### config.mk
export PLATFORM = sky130hd
export DESIGN_NAME = calendar_clock_counter_core
export DESIGN_NICKNAME = d
export VERILOG_FILES = /design/src/rtl/core/ccc_pkg.sv /design/src/rtl/core/calendar_clock_counter_core.sv
export SDC_FILE = /design/constraint.sdc
export NUM_CORES = 1
export LEC_CHECK = 0
export ABC_AREA = 1
export BUFFER_PORTS_ARGS = -buffer_cell sky130_fd_sc_hd__buf_4
export CORE_MARGIN = 4
export CORE_UTILIZATION = 48
export CTS_BUF_LIST = sky130_fd_sc_hd__clkbuf_8
export CTS_CLUSTER_SIZE = 14
export DETAILED_ROUTE_END_ITERATION = 16
export GPL_ROUTABILITY_DRIVEN = 0
export HOLD_SLACK_MARGIN = 0.12
export PLACE_DENSITY = 0.73
export SLEW_MARGIN = 20
export SYNTH_ARGS = -nofsm -noshare
export SYNTH_HDL_FRONTEND = slang
export SYNTH_SLANG_ARGS = --single-unit
### constraint.sdc
create_clock -name clk_i -period 13.8 [get_ports clk_i]
set_input_delay 2.76 -clock clk_i [delete_from_list [all_inputs] [get_ports clk_i]]
set_output_delay 2.76 -clock clk_i [all_outputs]
set_load 0.05 [all_outputs]
### src/rtl/core/ccc_pkg.sv
// Shared types, action codes and month-length helpers for the calendar clock counter.
package ccc_pkg;

  localparam int unsigned YearW   = 14;
  localparam int unsigned MonthW  = 4;
  localparam int unsigned DayW    = 5;
  localparam int unsigned HourW   = 5;
  localparam int unsigned MinuteW = 6;
  localparam int unsigned SecondW = 6;

  localparam logic [YearW-1:0]   YearMax   = YearW'(9999);
  localparam logic [MonthW-1:0]  MonthMax  = MonthW'(12);
  localparam logic [HourW-1:0]   HourMax   = HourW'(23);
  localparam logic [HourW-1:0]   HourNoon  = HourW'(12);
  localparam logic [MinuteW-1:0] MinuteMax = MinuteW'(59);
  localparam logic [SecondW-1:0] SecondMax = SecondW'(59);

  // Divisibility by 25 through the multiplicative inverse mod 2^14.
  localparam logic [YearW-1:0] Inv25     = YearW'(7209);
  localparam logic [YearW-1:0] Div25Lim  = YearW'(655);

  typedef enum logic [1:0] {
    ACT_TICK = 2'd0,
    ACT_DATE = 2'd1,
    ACT_TIME = 2'd2,
    ACT_NONE = 2'd3
  } action_e;

  typedef struct packed {
    logic [1:0]         action;
    logic [YearW-1:0]   new_year;
    logic [MonthW-1:0]  new_month;
    logic [DayW-1:0]    new_day;
    logic [HourW-1:0]   new_hour;
    logic [MinuteW-1:0] new_minute;
    logic [SecondW-1:0] new_second;
  } in_t;

  typedef struct packed {
    logic [YearW-1:0]   cur_year;
    logic [MonthW-1:0]  cur_month;
    logic [DayW-1:0]    cur_day;
    logic [HourW-1:0]   shown_hour;
    logic [MinuteW-1:0] cur_minute;
    logic [SecondW-1:0] cur_second;
    logic               is_pm;
  } out_t;

  localparam logic [DayW-1:0] MonthLen [12] = '{
    5'd31, 5'd28, 5'd31, 5'd30, 5'd31, 5'd30,
    5'd31, 5'd31, 5'd30, 5'd31, 5'd30, 5'd31
  };

  // Gregorian leap test: divisible by 4 and not by 100, or divisible by 400.
  function automatic logic leap_year(input logic [YearW-1:0] y);
    logic [2*YearW-1:0] prod;
    logic               div25;
    logic               div4;
    logic               div16;
    prod  = {{YearW{1'b0}}, y} * {{YearW{1'b0}}, Inv25};
    div25 = (prod[YearW-1:0] <= Div25Lim);
    div4  = (y[1:0] == 2'b00);
    div16 = (y[3:0] == 4'b0000);
    return (div4 && !div25) || (div16 && div25);
  endfunction

  // Days in month m (1-12); anything else counts as 31.
  function automatic logic [DayW-1:0] month_length(input logic [MonthW-1:0] m,
                                                   input logic              leap);
    logic [DayW-1:0] len;
    if (m < MonthW'(1) || m > MonthMax) begin
      len = DayW'(31);
    end else if (m == MonthW'(2) && leap) begin
      len = DayW'(29);
    end else begin
      len = MonthLen[m - MonthW'(1)];
    end
    return len;
  endfunction

endpackage

### src/rtl/core/calendar_clock_counter_core.sv
// Calendar clock counter core: tick, date load and time load with one result per transfer.
//
// Usage:
//   Input channel (in_valid_i / in_stall_o / in_data_i) carries one action per
//   transfer: a one-second tick, a date load or a time load. Action code three
//   changes nothing. Out-of-range load values saturate to the nearest legal one.
//   Output channel (out_valid_o / out_stall_i / out_data_o) returns the date and
//   time after each input transfer, exactly one result per input.
//   Configuration: cfg_we_i writes cfg_wdata_i into the 12/24-hour mode bit;
//   write it only while no transfer is in flight.
// Pipeline and throughput:
//   A transfer passes the input register, then the calendar update into the
//   result register. One transfer per cycle sustained while out_stall_i is low,
//   since the whole second..year carry settles combinationally.
// Reset:
//   Clock restarts at 2025-04-30 12:00:00 in 24-hour mode; both stages empty.
// Back-pressure:
//   With out_stall_i high the result register holds; the input register still
//   takes one more transfer, then in_stall_o rises until the result drains.
module calendar_clock_counter_core (
  input  logic          clk_i,
  input  logic          rst_ni,
  input  logic          in_valid_i,
  output logic          in_stall_o,
  input  ccc_pkg::in_t  in_data_i,
  output logic          out_valid_o,
  input  logic          out_stall_i,
  output ccc_pkg::out_t out_data_o,
  input  logic          cfg_we_i,
  input  logic          cfg_wdata_i
);
  import ccc_pkg::*;

  // Pipeline control
  logic in_vld_q;
  in_t  in_q;
  logic out_vld_q;
  out_t out_q;
  logic adv;     // result register free to take a new value
  logic fire;    // input register moves into the result register

  logic hour_mode_q;

  // Calendar state
  logic [YearW-1:0]   year_q,   year_d;
  logic [MonthW-1:0]  month_q,  month_d;
  logic [DayW-1:0]    day_q,    day_d;
  logic [HourW-1:0]   hour_q,   hour_d;
  logic [MinuteW-1:0] minute_q, minute_d;
  logic [SecondW-1:0] second_q, second_d;

  // Load clamping and month length
  logic [YearW-1:0]  ld_year;
  logic [MonthW-1:0] ld_month;
  logic [DayW-1:0]   ld_day;
  logic [YearW-1:0]  leap_year_sel;
  logic [MonthW-1:0] len_month_sel;
  logic [DayW-1:0]   mlen;
  logic              is_date;
  logic              at_end;
  logic [HourW-1:0]  shown_hour;

  assign adv        = !out_vld_q || !out_stall_i;
  assign fire       = in_vld_q && adv;
  assign in_stall_o = in_vld_q && !adv;

  assign out_valid_o = out_vld_q;
  assign out_data_o  = out_q;

  // Input register: accept whenever it is empty or draining this cycle
  always_ff @(posedge clk_i or negedge rst_ni) begin
    if (!rst_ni) begin
      in_vld_q <= 1'b0;
    end else if (!in_stall_o) begin
      in_vld_q <= in_valid_i;
    end
  end

  always_ff @(posedge clk_i) begin
    if (in_valid_i && !in_stall_o) begin
      in_q <= in_data_i;
    end
  end

  always_ff @(posedge clk_i or negedge rst_ni) begin
    if (!rst_ni) begin
      hour_mode_q <= 1'b1;
    end else if (cfg_we_i) begin
      hour_mode_q <= cfg_wdata_i;
    end
  end

  // Saturate the date load fields
  always_comb begin
    ld_year  = (in_q.new_year > YearMax) ? YearMax : in_q.new_year;
    ld_month = in_q.new_month;
    if (ld_month < MonthW'(1)) begin
      ld_month = MonthW'(1);
    end else if (ld_month > MonthMax) begin
      ld_month = MonthMax;
    end
  end

  // One leap test serves both the date load and the day rollover
  assign is_date       = (in_q.action == ACT_DATE);
  assign leap_year_sel = is_date ? ld_year : year_q;
  assign len_month_sel = is_date ? ld_month : month_q;
  assign mlen          = month_length(len_month_sel, leap_year(leap_year_sel));

  always_comb begin
    ld_day = in_q.new_day;
    if (ld_day < DayW'(1)) begin
      ld_day = DayW'(1);
    end else if (ld_day > mlen) begin
      ld_day = mlen;
    end
  end

  assign at_end = (year_q >= YearMax) && (month_q == MonthMax) && (day_q == DayW'(31)) &&
                  (hour_q == HourMax) && (minute_q == MinuteMax) &&
                  (second_q == SecondMax);

  // Next calendar state
  always_comb begin
    year_d   = year_q;
    month_d  = month_q;
    day_d    = day_q;
    hour_d   = hour_q;
    minute_d = minute_q;
    second_d = second_q;
    unique case (in_q.action)
      ACT_TICK: begin
        if (!at_end) begin
          // Advance seconds and ripple the carry upward
          if (second_q < SecondMax) begin
            second_d = second_q + SecondW'(1);
          end else begin
            second_d = '0;
            if (minute_q < MinuteMax) begin
              minute_d = minute_q + MinuteW'(1);
            end else begin
              minute_d = '0;
              if (hour_q < HourMax) begin
                hour_d = hour_q + HourW'(1);
              end else begin
                hour_d = '0;
                if (day_q < mlen) begin
                  day_d = day_q + DayW'(1);
                end else begin
                  day_d = DayW'(1);
                  if (month_q < MonthMax) begin
                    month_d = month_q + MonthW'(1);
                  end else begin
                    month_d = MonthW'(1);
                    if (year_q < YearMax) begin
                      year_d = year_q + YearW'(1);
                    end
                  end
                end
              end
            end
          end
        end
      end
      ACT_DATE: begin
        year_d  = ld_year;
        month_d = ld_month;
        day_d   = ld_day;
      end
      ACT_TIME: begin
        hour_d   = (in_q.new_hour > HourMax) ? HourMax : in_q.new_hour;
        minute_d = (in_q.new_minute > MinuteMax) ? MinuteMax : in_q.new_minute;
        second_d = (in_q.new_second > SecondMax) ? SecondMax : in_q.new_second;
      end
      default: begin
        // Unused action: hold everything
      end
    endcase
  end

  // Hour as shown: 0-23, or 1-12 with the PM flag
  always_comb begin
    if (hour_mode_q) begin
      shown_hour = hour_d;
    end else if (hour_d >= HourNoon) begin
      shown_hour = hour_d - HourNoon;
    end else begin
      shown_hour = hour_d;
    end
    if (!hour_mode_q && shown_hour == '0) begin
      shown_hour = HourNoon;
    end
  end

  always_ff @(posedge clk_i or negedge rst_ni) begin
    if (!rst_ni) begin
      year_q   <= YearW'(2025);
      month_q  <= MonthW'(4);
      day_q    <= DayW'(30);
      hour_q   <= HourW'(12);
      minute_q <= '0;
      second_q <= '0;
    end else if (fire) begin
      year_q   <= year_d;
      month_q  <= month_d;
      day_q    <= day_d;
      hour_q   <= hour_d;
      minute_q <= minute_d;
      second_q <= second_d;
    end
  end

  // Result register
  always_ff @(posedge clk_i or negedge rst_ni) begin
    if (!rst_ni) begin
      out_vld_q <= 1'b0;
    end else if (adv) begin
      out_vld_q <= in_vld_q;
    end
  end

  always_ff @(posedge clk_i) begin
    if (fire) begin
      out_q.cur_year   <= year_d;
      out_q.cur_month  <= month_d;
      out_q.cur_day    <= day_d;
      out_q.shown_hour <= shown_hour;
      out_q.cur_minute <= minute_d;
      out_q.cur_second <= second_d;
      out_q.is_pm      <= (hour_d >= HourNoon);
    end
  end

  // Assertions
  a_date_range: assert property (@(posedge clk_i) disable iff (!rst_ni)
    (month_q >= MonthW'(1)) && (month_q <= MonthMax) && (day_q >= DayW'(1)) &&
    (day_q <= month_length(month_q, leap_year(year_q))) && (year_q <= YearMax))
    else $error("calendar date out of range");

  a_time_range: assert property (@(posedge clk_i) disable iff (!rst_ni)
    (hour_q <= HourMax) && (minute_q <= MinuteMax) && (second_q <= SecondMax))
    else $error("clock time out of range");

  a_fire_fills_out: assert property (@(posedge clk_i) disable iff (!rst_ni)
    fire |=> out_vld_q)
    else $error("transfer into result register lost");

  a_state_holds: assert property (@(posedge clk_i) disable iff (!rst_ni)
    !fire |=> $stable(second_q) && $stable(day_q) && $stable(year_q))
    else $error("calendar state moved without a transfer");

endmodule
==> results.sh, run 1 <==
export IMPL_status="finished, final reports clean"
export IMPL_critPathLaunchType="register"
export IMPL_yosysMostFrequentCell="nand2_1"
export IMPL_max_cap_viol_count=0
export IMPL_fin_nets=1113
export IMPL_p_per_area_nw_per_um2=187
export IMPL_syn2layout_area_growth_pct=15.7
export IMPL_routed_wl_um=18600
export IMPL_hpwl_um=13700
export IMPL_cts_tree="done"
export IMPL_cts_inserted_buffers=17
export IMPL_synth_top_cell_by_area="edfxtp_1"
export IMPL_clock_path_buffers=2
export IMPL_dpl_cell_area_um2=8750
export IMPL_worst_r2r_path_depth=30
export IMPL_track_usage=0.208
export IMPL_hold_viol=0
export IMPL_cts_resized_gates=0
export IMPL_tns_ns=0
export IMPL_synth_top_cell_area_share=0.315
export IMPL_reg2reg_to="day_q[0]"
export IMPL_setup_viol=0
export IMPL_slew_violations=0
export IMPL_reg2reg_slack_ns=7.04
export IMPL_critPathBufInv=6
export IMPL_drc=0
export IMPL_drtIter0Drc=514
export IMPL_slew_headroom=0.340
export IMPL_syn_inst=916
export IMPL_rr_startpoint="in_q[41]"
export IMPL_final_area_um2=9170
export IMPL_core_area_um2=16000
export IMPL_postCtsSetupBuffers=0
export IMPL_ys_ff_latch=126
export IMPL_port_buffers=90
export IMPL_grt_overflow_total=0
export IMPL_grt_pass1_wl_um=30200
export IMPL_grt_pass1_vias=6097
export IMPL_ctsHoldBuffers=0
export IMPL_clk_latency_ns=0.45
export IMPL_tightest_slew_ns=0.988
export IMPL_synthArstFlopShare=0.341
export IMPL_ys_warnings_count=0
export IMPL_peakVddDrop_mv=0.119
export IMPL_min_path_type="register to register"
export IMPL_worst_slack_ns=7.04
export IMPL_cts_sinks=126
export IMPL_wl_per_cell_um=15.1
export IMPL_grt_max_degree=92
export IMPL_fp_dieW_um=136
export IMPL_h_tree_depth=4
export IMPL_ios=91
export IMPL_critPathTopFamily="adder cells"
export IMPL_antenna_diode_count=0
export IMPL_synth_seq_area_share=0.453
export IMPL_fin_crit_sh=0.490
export IMPL_synth_cell_area_um2=7920
export IMPL_critical_path_depth=30
export IMPL_finalNonFillerCells=1232
export IMPL_hold_slack_ns=0.483
export IMPL_cts_root_buf="clkbuf_8"
export IMPL_synth_distinct_cells=55
export IMPL_synth_fp_nets=1026
export IMPL_crit_path_max_incr_delay_ns=0.61
export IMPL_crit_path_end_kind="register"
export IMPL_dp_slack_ns=7.09
export IMPL_synthFlopType="edfxtp_1"
export IMPL_syn_avg_cell_area_um2=8.65
export IMPL_grt_antenna_before_repair=0
export IMPL_synthTopCellsByCount="239 x nand2_1, 130 x inv_1, 83 x edfxtp_1"
export IMPL_via_per_inst=5.31
export IMPL_dr_pass1_iters=7
export IMPL_vias=6542
export IMPL_drive_above_1_share=0.188
export IMPL_clock_skew_ns=0.00845
export IMPL_critPathRequiredTime_ns=14.10
export IMPL_fin_crit_ns=6.76
export IMPL_die_h_um=136
export IMPL_row_count=46
export IMPL_synth_edf_count=83
export IMPL_initial_core_util=0.495
export IMPL_critPathKind="register to register"
export IMPL_crit_start="in_q[41]"
export IMPL_die_area_um2=18600
export IMPL_crit_slowest_cell="edfxtp_1"
export IMPL_postRouteAntennaNets=0
export IMPL_dp_cells=1200
export IMPL_rsz0062_at_grt="false"
export IMPL_p_leak_nw=4.18
export IMPL_critPathArrivalTime_ns=7.06
export IMPL_max_freq_ghz=0.148
export IMPL_worstPathMaxFanout=32
export IMPL_netlist_top_cells_area="edfxtp_1 31%, nand2_1 11%, dfrtp_1 8.5%"
export IMPL_clk_pin_slew_worst_paths_ns=0.08
export IMPL_timing_critical_path_to="day_q[0]"
power by group:
group | switching (W) | total, W | internal (W)
sequential | 0.0000659 | 0.000569 | 0.000503
combinational | 0.000518 | 0.000811 | 0.000293
clock | 0.000157 | 0.000338 | 0.000181
per-stage QoR:
stage / total power (W) / utilization
floorplan: 0.00118 / -
global placement: 0.00136 / 0.547
detailed placement: 0.00139 / 0.547
CTS: 0.00173 / 0.573
global route: 0.00188 / 0.573
finish: 0.00172 / 0.573
area by class of cell:
| cell class | instances | area (um^2) |
|---|---|---|
| tap | 216 | 270 |
| sequential | 126 | 3590 |
| timing repair buffer | 94 | 706 |
| fill | 1494 | 6830 |
| clock buffer | 17 | 234 |
| clock inverter | 15 | 183 |
| multi-input combinational | 621 | 3640 |
| inverter | 143 | 542 |
worst min path at each step:
stage               from           to  cells past startpoint
6_report        in_vld_q  out_valid_o                      2
5_1_grt        year_q[6]    year_q[6]                      2
4_1_cts         in_vld_q  out_valid_o                      2
3_5_place_dp    in_vld_q  out_valid_o                      2
3_3_place_gp    in_vld_q  out_valid_o                      2
2_1_floorplan   in_vld_q  out_valid_o                      2
logic make-up (layout without fill, tap and decap cells):
logic type      after synthesis  in the layout  synth area share
xor+xnor                     10             10            0.0111
buf+inv                     169            269            0.0873
simple gates                406            406             0.233
compound gates              143            143             0.107
flops                       126            126             0.453
fa+ha+maj                    62             62             0.108
layer usage:
layer	vias to the layer above	wire length [um]	track usage
met5	-	0	0
met1	3045	8720	0.303
met4	0	303	0.0728
met3	23	1190	0.0377
li1	3248	-	-
met2	226	8350	0.310
cells in the final DEF, fill, tap and decap left out, drive strengths merged, types with 5 or more instances in the layout:
master  count
buf        94
inv       143
xnor2       5
clkinv      9
ha         51
nor3       13
dfstp      16
o21ai      74
xor2        5
edfxtp     83
nand3      73
nor4        6
nand4      17
a21oi      28
clkbuf     17
dfrtp      27
fa         11
o211ai     21
nand2     253
nor2       38
registers in the layout, summed over array words and instances, names as in the netlist:
signal       cells
year_q          14
out_data_o      41
out_valid_o      1
hour_mode_q      1
in_q            42
minute_q         6
day_q            5
in_vld_q         1
second_q         6
month_q          4
hour_q           5
worst min-delay path: stages, from the launching register on:
cell     delay (ns)
dfrtp_1        0.35
inv_1          0.05
nand2_1        0.05
Power figures use the tool's default switching activity.
==> run 2, diff against run 1 <==
--- a/config.mk
+++ b/config.mk
@@ -14,7 +14,7 @@
 export DETAILED_ROUTE_END_ITERATION = 16
 export GPL_ROUTABILITY_DRIVEN = 0
 export HOLD_SLACK_MARGIN = 0.12
-export PLACE_DENSITY = 0.73
+export PLACE_DENSITY = 0.75
 export SLEW_MARGIN = 20
 export SYNTH_ARGS = -nofsm -noshare
 export SYNTH_HDL_FRONTEND = slang
==> constraint.sdc (replaced) <==
create_clock -name clk_i -period 5.9 [get_ports clk_i]
set_input_delay 1.18 -clock clk_i [delete_from_list [all_inputs] [get_ports clk_i]]
set_output_delay 1.18 -clock clk_i [all_outputs]
set_load 0.05 [all_outputs]
==> run 2 against run 1 <==
  * Register-to-register slack worse by 6.9 ns
  * Non-clock buffer count rose by 19
  * Fmax increased by 18%
  * Routed wire length grew 9.3%
  * Combinational power increased to 2.6 times the previous value
  * Critical path type unchanged
  * Largest power group unchanged
  * Highest routed layer unchanged
==> results.sh, run 2 (synthesized netlist as in run 1, its figures left out) <==
export IMPL_p_per_area_nw_per_um2=444
export IMPL_dr_pass1_iters=6
export IMPL_row_count=46
export IMPL_grt_overflow_total=0
export IMPL_clk_pin_slew_worst_paths_ns=0.09
export IMPL_vias=6786
export IMPL_initial_core_util=0.495
export IMPL_comb_power_share=0.506
export IMPL_crit_path_max_incr_delay_ns=0.53
export IMPL_p_leak_nw=4.30
export IMPL_core_area_um2=16000
export IMPL_slew_violations=0
export IMPL_cts_root_buf="clkbuf_8"
export IMPL_grt_max_degree=69
export IMPL_hold_path_depth=2
export IMPL_hold_viol=0
export IMPL_rr_startpoint="in_q[30]"
export IMPL_fp_dieW_um=136
export IMPL_drtIter0Drc=617
export IMPL_wl_per_cell_um=16.2
export IMPL_pwr_share_clk=0.179
export IMPL_regMostFlops="in_q"
export IMPL_swShare=0.454
export IMPL_max_freq_ghz=0.175
export IMPL_min_path_type="register to register"
export IMPL_crit_path_end_kind="register"
export IMPL_layout_cells_most_common_list="236 x nand2_1, 123 x inv_1, 111 x buf_4"
export IMPL_peakVddDrop_mv=0.231
export IMPL_clk_latency_ns=0.47
export IMPL_track_usage=0.225
export IMPL_crit_slowest_cell="fa_1"
export IMPL_hold_end="year_q[6]"
export IMPL_drive_above_1_share=0.230
export IMPL_die_h_um=136
export IMPL_h_tree_depth=4
export IMPL_p_switching_w=0.00191
export IMPL_critPathLaunchType="register"
export IMPL_clock_skew_ns=0.0159
export IMPL_critPathRequiredTime_ns=6.09
export IMPL_max_cap_viol_count=0
export IMPL_cts_inserted_buffers=17
export IMPL_reg2reg_to="out_data_o[19]"
export IMPL_syn2layout_area_growth_pct=19.6
export IMPL_drc=0
export IMPL_grt_pass1_vias=6554
export IMPL_slew_headroom=0.339
export IMPL_p_seq_frac=0.315
export IMPL_ctsHoldBuffers=0
export IMPL_setup_viol=0
export IMPL_tns_ns=0
export IMPL_tightest_slew_ns=0.988
export IMPL_ios=91
export IMPL_worstPathMaxFanout=4
export IMPL_grt_antenna_before_repair=0
export IMPL_worst_r2r_path_depth=32
export IMPL_p_int_w=0.00230
export IMPL_largest_register_ffs=42
export IMPL_finalNonFillerCells=1251
export IMPL_postRouteAntennaNets=0
export IMPL_final_core_util=0.592
export IMPL_critPathKind="register to register"
export IMPL_final_common_cell="nand2_1"
export IMPL_clock_path_buffers=2
export IMPL_via_per_inst=5.42
export IMPL_critPathArrivalTime_ns=5.90
export IMPL_die_area_um2=18600
export IMPL_port_buffers=90
export IMPL_routed_wl_um=20300
export IMPL_hpwl_um=14600
export IMPL_cts_sinks=126
export IMPL_fin_crit_ns=5.71
export IMPL_fin_crit_sh=0.968
export IMPL_grt_pass1_wl_um=32400
export IMPL_cts_tree="done"
export IMPL_dp_cells=1217
export IMPL_antenna_diode_count=0
export IMPL_reg2reg_slack_ns=0.19
export IMPL_status="finished, final reports clean"
export IMPL_fin_nets=1132
export IMPL_hp_start="year_q[6]"
export IMPL_num_fill_cells=1451
-- run 2: changes by cell type in the layout (fill, tap and decap cells not counted), moves of 5 or more --
| cell | before | now |
|---|---|---|
| o21ai_0 | 61 | 52 |
| ha_1 | 51 | 46 |
| buf_4 | 94 | 111 |
| inv_1 | 128 | 123 |
| o21ai_1 | 13 | 19 |
-- run 2: cell type report --
class,instances,area [um^2],area share
timing repair buffer,113,878,0.0927
clock inverter,15,171,0.0181
sequential,126,3590,0.379
tap,216,270,0.0285
inverter,143,547,0.0577
clock buffer,17,234,0.0247
multi-input combinational,621,3780,0.399
-- run 2: power groups by stage --
stage	clock, W	sequential, W	combinational (W)
floorplan	0	0.00148	0.00129
global placement	0	0.00133	0.00188
detailed placement	0	0.00133	0.00193
CTS	0.000765	0.00132	0.00195
global route	0.000804	0.00135	0.00240
finish	0.000752	0.00132	0.00213
-- run 2: worst max-delay path, delay by kind of cell (launching register included) --
kind                       cells  cell delay, ns
adders and majority gates      6            2.09
buffers and inverters          5            0.45
AOI/OAI and AO/OA              7            1.12
DFF                            1            0.40
and+or+nand+nor               14            1.35
-- run 2: worst max path at each step --
stage                endpoint  startpoint  slack [ns]
5_1_grt        out_data_o[19]    in_q[33]       -0.11
3_3_place_gp   out_data_o[19]    in_q[30]        0.17
3_5_place_dp   out_data_o[19]    in_q[30]       -0.04
6_report       out_data_o[19]    in_q[30]        0.19
2_1_floorplan  out_data_o[18]    in_q[30]        0.20
4_1_cts        out_data_o[19]    in_q[36]       0.009
-- run 2: metal layers --
layer | up-vias | global-route usage | wire length, um
met3 | 42 | 0.0548 | 1750
met1 | 3162 | 0.307 | 8710
met4 | 0 | 0.0879 | 465
li1 | 3282 | - | -
met5 | - | 0 | 0
met2 | 300 | 0.346 | 9360
-- run 2: timing repair --
item	in CTS	in global routing
endpoints found under the setup margin	1	46
gates resized for setup	1	42
cloned	0	1
buffers inserted	0	1
pin swaps	0	20
-- run 2: through the flow --
step | instance area [um^2] | setup slack [ns] | hold slack (ns) | power [W]
6_report | 9470 | 0.191 | 0.493 | 0.00420
5_1_grt | 9470 | -0.107 | 0.508 | 0.00455
4_1_cts | 9290 | 0.00866 | 0.491 | 0.00404
3_5_place_dp | 8880 | -0.0391 | 0.476 | 0.00327
3_3_place_gp | 8880 | 0.166 | 0.454 | 0.00321
2_1_floorplan | 7920 | 0.199 | 0.448 | 0.00277
==> run 3, diff against run 2 <==
--- a/config.mk
+++ b/config.mk
@@ -9,7 +9,7 @@
 export BUFFER_PORTS_ARGS = -buffer_cell sky130_fd_sc_hd__buf_4
 export CORE_MARGIN = 4
 export CORE_UTILIZATION = 48
-export CTS_BUF_LIST = sky130_fd_sc_hd__clkbuf_8
+export CTS_BUF_LIST = sky130_fd_sc_hd__clkbuf_16
 export CTS_CLUSTER_SIZE = 14
 export DETAILED_ROUTE_END_ITERATION = 16
 export GPL_ROUTABILITY_DRIVEN = 0
==> run 3 against run 2 <==
  * Final cell count is the same
  * Critical path type unchanged
  * Clock-buffer cell count is the same
  * Setup slack gained 0.010 ns
  * Clock skew shrank 0.0050 ns
  * Largest power group unchanged
  * Final area grew 1.7%
==> results.sh, run 3 (synthesized netlist as in run 1, its figures left out) <==
export IMPL_grt_antenna_before_repair=0
export IMPL_h_tree_depth=4
export IMPL_die_h_um=136
export IMPL_final_common_cell="nand2_1"
export IMPL_met1_length_um=8820
export IMPL_slew_violations=0
export IMPL_postRouteAntennaNets=0
export IMPL_dp_cells=1217
export IMPL_p_switching_w=0.00196
export IMPL_grt_overflow_total=0
export IMPL_finalNonFillerCells=1251
export IMPL_ios=91
export IMPL_antenna_diode_count=0
export IMPL_drtIter0Drc=731
export IMPL_grt_pass1_wl_um=32700
export IMPL_crit_path_end_kind="register"
export IMPL_fp_dieW_um=136
export IMPL_crit_slowest_cell="fa_1"
export IMPL_min_path_type="register to register"
export IMPL_largest_register_ffs=42
export IMPL_track_usage=0.227
export IMPL_crit_start="in_q[32]"
export IMPL_comb_power_share=0.474
export IMPL_cts_sinks=126
export IMPL_via_per_inst=5.47
export IMPL_setup_viol=0
export IMPL_fin_crit_sh=0.966
export IMPL_clock_path_buffers=2
export IMPL_port_buffers=90
export IMPL_drive_above_1_share=0.228
export IMPL_tightest_slew_ns=1.00
export IMPL_reg2reg_slack_ns=0.20
export IMPL_clk_pin_slew_worst_paths_ns=0.06
export IMPL_ctsHoldBuffers=0
export IMPL_row_count=46
export IMPL_p_per_area_nw_per_um2=468
export IMPL_p_int_w=0.00255
export IMPL_dr_pass1_iters=5
export IMPL_initial_core_util=0.495
export IMPL_clk_latency_ns=0.44
export IMPL_vias=6839
export IMPL_p_seq_frac=0.295
export IMPL_crit_path_max_incr_delay_ns=0.52
export IMPL_rr_startpoint="in_q[32]"
export IMPL_critPathRequiredTime_ns=6.06
export IMPL_wl_per_cell_um=16.4
export IMPL_top_layer="met4"
export IMPL_hp_start="year_q[6]"
export IMPL_regMostFlops="in_q"
export IMPL_swShare=0.434
export IMPL_syn2layout_area_growth_pct=21.6
export IMPL_cts_tree="done"
export IMPL_cts_inserted_buffers=17
export IMPL_routed_wl_um=20500
export IMPL_fin_nets=1132
export IMPL_cts_root_buf="clkbuf_16"
export IMPL_layout_cells_most_common_list="236 x nand2_1, 124 x inv_1, 112 x buf_4"
export IMPL_hold_viol=0
export IMPL_slew_headroom=0.330
export IMPL_max_freq_ghz=0.175
export IMPL_grt_pass1_vias=6540
export IMPL_worstPathMaxFanout=12
export IMPL_pwr_share_clk=0.231
export IMPL_grt_max_degree=69
export IMPL_p_leak_nw=4.38
export IMPL_drc=0
export IMPL_critPathLaunchType="register"
export IMPL_wl_met2_um=9480
export IMPL_peakVddDrop_mv=0.255
export IMPL_critPathArrivalTime_ns=5.86
export IMPL_dp_slack_ns=-0.0391
export IMPL_clock_skew_ns=0.0109
export IMPL_max_cap_viol_count=0
export IMPL_route_met3_wl_um=1660
export IMPL_worst_slack_ns=0.201
export IMPL_hpwl_um=14600
export IMPL_critPathKind="register to register"
export IMPL_core_area_um2=16000
export IMPL_status="finished, final reports clean"
export IMPL_die_area_um2=18600
export IMPL_fin_crit_ns=5.70
export IMPL_cpMostUsedCell="nand2_1"
-- run 3: repair_timing --
action	4_1_cts	5_1_grt
gates resized for setup	2	36
setup buffers	0	2
setup endpoints to repair	1	46
pin swaps	0	18
-- run 3: per-stage QoR --
stage               hold WS, ns  power [W]  utilization  TNS [ns]  area, um^2
global route              0.505    0.00485        0.602     -1.30        9630
global placement          0.454    0.00321        0.555         0        8880
floorplan                 0.448    0.00277            -         0        7920
CTS                       0.488    0.00433        0.593         0        9480
finish                    0.490    0.00450        0.602         0        9630
detailed placement        0.476    0.00327        0.555   -0.0391        8880
-- run 3: cell type report --
cell class                      count  area (um^2)
Clock inverter                     15          171
Multi-Input combinational cell    621         3770
Clock buffer                       17          425
Fill cell                        1407         6370
Timing Repair Buffer              113          861
Tap cell                          216          270
Sequential cell                   126         3590
Inverter                          143          547
-- run 3: metal layers --
metal / global-route usage / vias up
met1: 0.312 / 3195
li1: - / 3292
met4: 0.0845 / 0
met2: 0.348 / 298
met5: 0 / -
met3: 0.0548 / 54
-- run 3: final timing paths --
path	depth (start not counted)	endpoint
worst max-delay path	31	out_data_o[19]
worst min-delay path	2	year_q[6]
worst max register to register	31	out_data_o[19]
worst min register to register	2	year_q[6]
max in group asynchronous	1	year_q[5]
min in group asynchronous	1	out_valid_o
-- run 3: power by group through the flow --
| stage | logic, W | registers (W) | clock network (W) |
|---|---|---|---|
| final | 0.00214 | 0.00133 | 0.00104 |
| after global routing | 0.00241 | 0.00135 | 0.00109 |
| after CTS | 0.00196 | 0.00132 | 0.00105 |
| after detailed placement | 0.00193 | 0.00133 | 0 |
| after global placement | 0.00188 | 0.00133 | 0 |
| after floorplan | 0.00129 | 0.00148 | 0 |
-- run 3: critical path, delay by kind of cell (launching register included) --
family / cells / cell delay, ns
DFF: 1 / 0.40
AOI/OAI and AO/OA: 6 / 1.02
and+or+nand+nor: 15 / 1.43
buffers and inverters: 4 / 0.41
adders and majority gates: 6 / 2.14
